<file path="config.mk">
export PLATFORM = sky130hd
export DESIGN_NAME = rgb_hsv_color_converter
export DESIGN_NICKNAME = d
export VERILOG_FILES = /design/src/hdl/rhc_pkg.sv /design/src/hdl/rgb_hsv_color_converter.sv
export SDC_FILE = /design/constraint.sdc
export NUM_CORES = 2
export LEC_CHECK = 0
export BUFFER_PORTS_ARGS = -buffer_cell sky130_fd_sc_hd__buf_2
export CORE_UTILIZATION = 65
export CTS_BUF_LIST = sky130_fd_sc_hd__clkbuf_4
export CTS_CLUSTER_SIZE = 40
export DETAILED_ROUTE_END_ITERATION = 10
export PLACE_DENSITY = 0.86
export SKIP_CTS_REPAIR_TIMING = 1
export SLEW_MARGIN = 30
export SYNTH_ARGS = -nofsm -noshare
export SYNTH_HDL_FRONTEND = slang
export SYNTH_SLANG_ARGS = --single-unit
export TNS_END_PERCENT = 5
</file>
<file path="constraint.sdc">
create_clock -name clk_i -period 20.2 [get_ports clk_i]
set_input_delay 3.03 -clock clk_i [delete_from_list [all_inputs] [get_ports clk_i]]
set_output_delay 3.03 -clock clk_i [all_outputs]
set_load 0.01 [all_outputs]
</file>
<file path="src/hdl/rhc_pkg.sv">
// Package for the RGB/HSV color converter: beat structs, pipeline stage
// structs, fixed-point constants and the one-bit restoring divider step.
// No dependencies.
package rhc_pkg;

  // Hue scale: sixteenths of a degree
  localparam logic [12:0] HueFull   = 13'd5760;
  localparam logic [12:0] HueSector = 13'd960;

  // Divider geometry: numerators below 2^27, divisors below 2^19,
  // every quotient below 2^10
  localparam int unsigned NumW     = 27;
  localparam int unsigned DenW     = 19;
  localparam int unsigned QuoW     = 10;
  localparam int unsigned DivSteps = QuoW;

  // Mode codes
  localparam logic ModeRgbToHsv = 1'b0;
  localparam logic ModeHsvToRgb = 1'b1;

  typedef struct packed {
    logic        mode;
    logic [7:0]  red_in;
    logic [7:0]  green_in;
    logic [7:0]  blue_in;
    logic [12:0] hue_in;
    logic [7:0]  sat_in;
    logic [7:0]  val_in;
  } rhc_in_t;

  typedef struct packed {
    logic [7:0]  red_out;
    logic [7:0]  green_out;
    logic [7:0]  blue_out;
    logic [12:0] hue_out;
    logic [7:0]  sat_out;
    logic [7:0]  val_out;
    logic        hue_undefined;
  } rhc_out_t;

  // Fields carried alongside the divider
  typedef struct packed {
    logic        mode;
    logic [7:0]  mx;
    logic        undef;
    logic [11:0] base;
    logic        neg;
    logic [2:0]  sector;
    logic [7:0]  v;
  } rhc_side_t;

  typedef struct packed {
    rhc_side_t   side;
    logic [7:0]  delta;
    logic [7:0]  mag;
    logic [15:0] vs;
    logic [9:0]  t;
  } rhc_p1_t;

  typedef struct packed {
    logic [NumW-1:0] rem;
    logic [DenW-1:0] den;
    logic [QuoW-1:0] quo;
  } rhc_lane_t;

  typedef struct packed {
    rhc_side_t side;
    rhc_lane_t a;
    rhc_lane_t b;
  } rhc_div_t;

  // One restoring step: resolve quotient bit pos
  function automatic rhc_lane_t rhc_div_step(rhc_lane_t l, int unsigned pos);
    logic [NumW:0] shd;
    rhc_lane_t     r;
    r   = l;
    shd = (NumW+1)'(l.den) << pos;
    if ({1'b0, l.rem} >= shd) begin
      r.rem      = l.rem - shd[NumW-1:0];
      r.quo[pos] = 1'b1;
    end
    return r;
  endfunction

endpackage

</file>
<file path="src/hdl/rgb_hsv_color_converter.sv">
// Top level of the RGB/HSV color converter: a 13-stage pipeline with two
// shared 10-step restoring divider lanes. Depends on rhc_pkg.
//
// Takes one pixel per clock while in_stall_o is low and returns one result
// beat per pixel, in order. out_valid_o rises when the pixel enters stage 12.
// Stage 0 finds max/min, sector and the v*s product; stage 1 builds
// numerators and divisors; stages 2..11 each resolve one quotient bit in both
// divider lanes (saturation and hue for RGB to HSV, chroma and X for HSV to
// RGB); stage 12 assembles the result in the output register. The ten divider
// steps set the latency. Each stage moves when the stage after it is empty or
// moving, so bubbles close up while the output is stalled and in_stall_o
// rises only when every stage holds a pixel.
module rgb_hsv_color_converter (
  input  logic             clk_i,
  input  logic             rst_ni,
  input  logic             in_valid_i,
  output logic             in_stall_o,
  input  rhc_pkg::rhc_in_t in_i,
  output logic             out_valid_o,
  input  logic             out_stall_i,
  output rhc_pkg::rhc_out_t out_o
);

  localparam int unsigned NumStages = rhc_pkg::DivSteps + 3;
  localparam int unsigned LastStage = NumStages - 1;

  logic [NumStages-1:0] vld_q;
  logic [NumStages-1:0] adv;

  rhc_pkg::rhc_p1_t  p1_d, p1_q;
  rhc_pkg::rhc_div_t p2_d, p2_q;
  rhc_pkg::rhc_div_t div_q [rhc_pkg::DivSteps];
  rhc_pkg::rhc_out_t out_d, out_q;

  // Advance chain: a stage moves when empty or when its successor moves
  always_comb begin
    adv[LastStage] = !vld_q[LastStage] || !out_stall_i;
    for (int k = LastStage - 1; k >= 0; k--) begin
      adv[k] = !vld_q[k] || adv[k+1];
    end
  end

  assign in_stall_o  = !adv[0];
  assign out_valid_o = vld_q[LastStage];
  assign out_o       = out_q;

  // Valid bits travel with the data
  always_ff @(posedge clk_i or negedge rst_ni) begin
    if (!rst_ni) begin
      vld_q <= '0;
    end else begin
      if (adv[0]) vld_q[0] <= in_valid_i;
      for (int k = 1; k < NumStages; k++) begin
        if (adv[k]) begin
          vld_q[k] <= vld_q[k-1];
        end
      end
    end
  end

  // Stage 0: extremes, sector, v*s, hue fraction
  always_comb begin
    logic [7:0]  r, g, b, mx, mn, pos, neg;
    logic [12:0] hw, frac;
    logic [2:0]  sec;
    r = in_i.red_in;
    g = in_i.green_in;
    b = in_i.blue_in;
    mx = r;
    mn = r;
    if (g > mx) mx = g;
    if (b > mx) mx = b;
    if (g < mn) mn = g;
    if (b < mn) mn = b;
    p1_d = '0;
    p1_d.side.mode = in_i.mode;
    p1_d.side.mx   = mx;
    p1_d.delta     = mx - mn;
    p1_d.side.undef = (mx == mn);
    // red wins ties, then green
    if (r == mx) begin
      p1_d.side.base = 12'd0;
      pos = g;
      neg = b;
    end else if (g == mx) begin
      p1_d.side.base = 12'd1920;
      pos = b;
      neg = r;
    end else begin
      p1_d.side.base = 12'd3840;
      pos = r;
      neg = g;
    end
    p1_d.side.neg = (pos < neg);
    p1_d.mag      = (pos >= neg) ? pos - neg : neg - pos;
    // reverse direction
    hw = (in_i.hue_in >= rhc_pkg::HueFull) ? in_i.hue_in - rhc_pkg::HueFull : in_i.hue_in;
    if      (hw >= 13'd4800) sec = 3'd5;
    else if (hw >= 13'd3840) sec = 3'd4;
    else if (hw >= 13'd2880) sec = 3'd3;
    else if (hw >= 13'd1920) sec = 3'd2;
    else if (hw >= 13'd960)  sec = 3'd1;
    else                     sec = 3'd0;
    frac = hw - 13'(sec) * rhc_pkg::HueSector;
    p1_d.side.sector = sec;
    p1_d.side.v      = in_i.val_in;
    p1_d.vs          = 16'(in_i.val_in) * 16'(in_i.sat_in);
    p1_d.t           = sec[0] ? 10'(rhc_pkg::HueSector - frac) : frac[9:0];
  end

  // Stage 1: numerators and divisors for both lanes
  always_comb begin
    p2_d      = '0;
    p2_d.side = p1_q.side;
    if (p1_q.side.mode == rhc_pkg::ModeRgbToHsv) begin
      p2_d.a.rem = 27'(p1_q.delta) * 27'd510 + 27'(p1_q.side.mx);
      p2_d.a.den = (p1_q.side.mx == 8'd0) ? 19'd1 : 19'({p1_q.side.mx, 1'b0});
      p2_d.b.rem = 27'(p1_q.mag) * 27'd1920 + 27'(p1_q.delta);
      p2_d.b.den = (p1_q.delta == 8'd0) ? 19'd1 : 19'({p1_q.delta, 1'b0});
    end else begin
      p2_d.a.rem = 27'({p1_q.vs, 1'b0}) + 27'd255;
      p2_d.a.den = 19'd510;
      p2_d.b.rem = ((27'(p1_q.vs) * 27'(p1_q.t)) << 1) + 27'd244800;
      p2_d.b.den = 19'd489600;
    end
  end

  always_ff @(posedge clk_i) begin
    if (adv[0]) p1_q <= p1_d;
    if (adv[1]) p2_q <= p2_d;
  end

  // Divider: one quotient bit per stage, MSB first
  for (genvar s = 0; s < rhc_pkg::DivSteps; s++) begin : g_div
    localparam int unsigned Pos = rhc_pkg::DivSteps - 1 - s;
    rhc_pkg::rhc_div_t prev, nxt;
    assign prev = (s == 0) ? p2_q : div_q[(s == 0) ? 0 : s-1];
    always_comb begin
      nxt      = prev;
      nxt.a    = rhc_pkg::rhc_div_step(prev.a, Pos);
      nxt.b    = rhc_pkg::rhc_div_step(prev.b, Pos);
    end
    always_ff @(posedge clk_i) begin
      if (adv[s+2]) div_q[s] <= nxt;
    end
  end

  // Final stage: hue wrap or channel placement
  always_comb begin
    rhc_pkg::rhc_div_t f;
    logic [9:0]  q;
    logic [7:0]  c, x, m, cm, xm;
    logic [12:0] bs;
    f  = div_q[rhc_pkg::DivSteps-1];
    q  = f.b.quo;
    bs = 13'(f.side.base);
    c  = f.a.quo[7:0];
    x  = f.b.quo[7:0];
    m  = f.side.v - c;
    cm = c + m;
    xm = x + m;
    out_d = '0;
    if (f.side.mode == rhc_pkg::ModeRgbToHsv) begin
      out_d.sat_out       = f.a.quo[7:0];
      out_d.val_out       = f.side.mx;
      out_d.hue_undefined = f.side.undef;
      if (f.side.undef) begin
        out_d.hue_out = 13'd0;
      end else if (!f.side.neg) begin
        out_d.hue_out = bs + 13'(q);
      end else if (13'(q) > bs) begin
        out_d.hue_out = bs + rhc_pkg::HueFull - 13'(q);
      end else begin
        out_d.hue_out = bs - 13'(q);
      end
    end else begin
      case (f.side.sector)
        3'd0: begin
          out_d.red_out = cm; out_d.green_out = xm; out_d.blue_out = m;
        end
        3'd1: begin
          out_d.red_out = xm; out_d.green_out = cm; out_d.blue_out = m;
        end
        3'd2: begin
          out_d.red_out = m; out_d.green_out = cm; out_d.blue_out = xm;
        end
        3'd3: begin
          out_d.red_out = m; out_d.green_out = xm; out_d.blue_out = cm;
        end
        3'd4: begin
          out_d.red_out = xm; out_d.green_out = m; out_d.blue_out = cm;
        end
        default: begin
          out_d.red_out = cm; out_d.green_out = m; out_d.blue_out = xm;
        end
      endcase
    end
  end

  always_ff @(posedge clk_i) begin
    if (adv[LastStage]) out_q <= out_d;
  end

  // Checks
  a_hue_range: assert property (@(posedge clk_i) disable iff (!rst_ni)
    out_valid_o |-> out_o.hue_out < rhc_pkg::HueFull)
    else $error("hue out of range");

  a_gray: assert property (@(posedge clk_i) disable iff (!rst_ni)
    (out_valid_o && out_o.hue_undefined) |-> (out_o.hue_out == 13'd0 &&
      out_o.sat_out == 8'd0))
    else $error("gray pixel with hue or saturation");

  a_stall_full: assert property (@(posedge clk_i) disable iff (!rst_ni)
    in_stall_o |-> (&vld_q && out_stall_i))
    else $error("input stalled with room in pipeline");

  a_hold: assert property (@(posedge clk_i) disable iff (!rst_ni)
    (out_valid_o && out_stall_i) |=> (out_valid_o && $stable(out_o)))
    else $error("stalled result lost");

endmodule
</file>
==> impl_results.rst <==
.. list-table::
   :header-rows: 1

   * - Metric
     - Value
   * - Synthesized area per cell
     - 11.4 um^2
   * - Leading area contributor after synthesis
     - edfxtp_1
   * - Most numerous cell types in the synthesized netlist
     - edfxtp_1 (1,207), inv_1 (644), ha_1 (498)
   * - Count of cell types in the netlist
     - 93
   * - Cell at the root of the clock tree
     - clkbuf_4
   * - Final global-route overflow total
     - 0
   * - Layout net count
     - 7,400
   * - Worst-skew pair later-pin latency
     - 1.16 ns
   * - Arrival time at the worst endpoint
     - 12.57 ns
   * - Sequential share of the synthesized area
     - 0.508
   * - Least-Margin Pin Slew
     - ~1.0 ns
   * - Total clock sinks
     - 1,220
   * - Fillers
     - approximately 7,400
   * - Net count after synthesis
     - 7,111
   * - Hold Crit Class
     - register to register
   * - Wire length of the first global-routing pass
     - 243 mm
   * - # port buffers
     - 113
   * - Highest net fanout along the worst path
     - 33
   * - Buffer depth of the longest clock path
     - 4
   * - DR vias/cell
     - between 5 and 6
   * - Y dimension of the die
     - between 300 and 400 um
   * - Slew margin rel.
     - 0.327
   * - Area of the core
     - 0.109 mm^2
   * - Count of vias placed by the detailed router
     - 49,114
   * - Count leader, synth
     - edfxtp_1
   * - Maximum level of the CTS H-tree
     - 5
   * - Critical path data required time
     - 21.01 ns
   * - Floorplan die area
     - 0.112 mm^2
   * - Max-Cap Viols
     - 0
   * - Most common flop cell mapped by yosys
     - edfxtp_1
   * - Synthesized instance count
     - ~6,300
   * - Initial antenna violation count
     - 4
   * - Global-route usage over all layers
     - 0.270
   * - Finish-stage setup viols
     - 0
   * - Worst setup path category
     - primary input to register
   * - Remaining DRCs
     - 0
   * - Category of the worst setup path launch point
     - primary input
   * - Starting Density
     - 0.659
   * - Cell types with the largest area share after synthesis
     - edfxtp_1 (50%), ha_1 (8.6%), fa_1 (6.1%), inv_1 (3.4%), xnor2_1 (3.0%)
   * - Final period utilization
     - 0.582
   * - Global placer's final weighted congestion
     - approximately 0.98
   * - Final-report hold violation count
     - 0
   * - Pins over their slew limit
     - 0
   * - Number of global-route vias before repair
     - 49,515
   * - TritonCTS Buffers
     - 312
   * - Cell Rows
     - 121
   * - Cell area after technology mapping
     - 0.0721 mm^2
   * - Floorplan die width
     - 335 um
   * - Critical Path Max Stage Delay
     - 0.82 ns
   * - Number of flops mapped to enable cells by yosys
     - 1,207
   * - Endpoint kind of the worst setup timing path
     - register
   * - Unrepaired setup endpoints after global routing
     - no
   * - Count of antenna-violating nets left after detailed routing
     - 0
   * - Worst clock skew
     - roughly 0.11 ns
   * - Run status
     - completed
   * - Synth warn
     - 0
   * - Post-detailed-placement half-perimeter wirelength
     - 111 mm
   * - CTS tree
     - yes
   * - Detailed-router iteration count before antenna repair
     - 9
   * - FFs w/ async S/R, synth
     - 0.0107
   * - Num ports
     - 114
   * - Shortest period the worst path allows
     - 11.76 ns
   * - Largest net degree at the start of global routing
     - between 70 and 80
   * - Area Growth Syn to Fin
     - 8.06%
   * - Clock slew at reported path FFs
     - 0.07 ns
   * - Highest clock rate
     - about 0.085 GHz
   * - Count of state elements after synthesis
     - 1,220
   * - WL final
     - 149 mm
   * - Total negative slack
     - 0 ns
   * - Slowest-stage cell, CP
     - a41o_1
   * - Post-DR wirelength/cell
     - about 18 um
   * - Fraction of final layout cells with drive strength greater than 1
     - 0.107
   * - Post-synth top area share
     - 0.503
   * - Initial detailed-routing violation count
     - 3,511
-- final timing paths --
check / start / to / slack, ns / cells after the start
worst max-delay path: in_i[49] / p1_q[33] / 8.44 / 30
worst min-delay path: div_q[1][9] / div_q[2][9] / 0.39 / 0
worst max register to register: p1_q[3] / g_div[0].prev[48] / 12.78 / 20
worst min register to register: div_q[1][9] / div_q[2][9] / 0.39 / 0
max in group asynchronous: rst_ni / vld_q[0] / 18.03 / 1
min in group asynchronous: rst_ni / vld_q[8] / 1.80 / 1
-- stage by stage --
stage / cells / instance area [um^2] / utilization / hold WS, ns / worst slack [ns]
2_1_floorplan: 6336 / 72100 / - / 0.400 / 8.66
3_3_place_gp: 7786 / 74100 / 0.678 / 0.400 / 7.53
3_5_place_dp: 7787 / 74200 / 0.678 / 0.405 / 7.41
4_1_cts: 8299 / 77800 / 0.712 / 0.354 / 8.63
5_1_grt: 8306 / 77900 / 0.712 / 0.367 / 7.73
6_report: 8307 / 77900 / 0.712 / 0.388 / 8.44
-- layout by cell type, fill, tap and decap left out, drive strengths merged, types with 15 or more instances in the layout --
| master | instances |
|---|---|
| and2 | 141 |
| clkbuf | 423 |
| a21boi | 51 |
| xnor2 | 250 |
| nor4b | 15 |
| nand2 | 478 |
| nand4 | 70 |
| o21bai | 24 |
| or3 | 59 |
| o2111ai | 20 |
| a21o | 86 |
| a211oi | 41 |
| mux2 | 49 |
| nor2b | 82 |
| nor3 | 142 |
| nand2b | 70 |
| nand3 | 117 |
| inv | 647 |
| clkinv | 81 |
| ha | 498 |
| mux2i | 36 |
| nor4 | 68 |
| or2 | 42 |
| o21a | 70 |
| o31ai | 52 |
| and3 | 56 |
| o211ai | 56 |
| a31oi | 33 |
| fa | 219 |
| edfxtp | 1207 |
| a21oi | 324 |
| xor2 | 191 |
| buf | 146 |
| o21ai | 292 |
| or4 | 23 |
| nor2 | 426 |
-- kinds of logic after synthesis --
logic type / synth area share
AOI/OAI and AO/OA: 0.107
DFF: 0.508
xor gates and xnor gates: 0.0546
adders and majority gates: 0.147
buffers and inverters: 0.0428
and+or+nand+nor: 0.128
muxes: 0.0127
-- critical path, delay by kind of cell --
kind	cells	cell delay [ns]
xor+xnor	1	0.11
fa+ha+maj	4	1.18
simple gates	6	2.26
buf+inv	4	1.03
compound gates	14	4.49
mux	1	0.43
-- routing by layer --
metal  track usage  share of wire  vias up
li1              -              -    23532
met2         0.480           0.51     1890
met5             0        0.00020        -
met1         0.317           0.39    23243
met4         0.140          0.042        4
met3        0.0389          0.056      445
-- sequential cells by signal (all words and copies together) (netlist names) --
name	cells
div_q	997
p1_q	67
out_o	54
g_div.prev	45
g_div.nxt	44
vld_q	13
-- cell type report --
type,count,area [um^2],area share
diodes,8,20.0,0.000257
clock buffers,423,3180,0.0408
clock inverters,89,489,0.00628
inverters,645,2430,0.0312
multi-input cells,4300,32500,0.417
flip-flops and latches,1220,36600,0.470
well taps,1476,1850,0.0237
repair buffers,146,826,0.0106
Power is not shown: default switching activity piles up to over one toggle a cycle in this logic, so the estimate is an artifact.
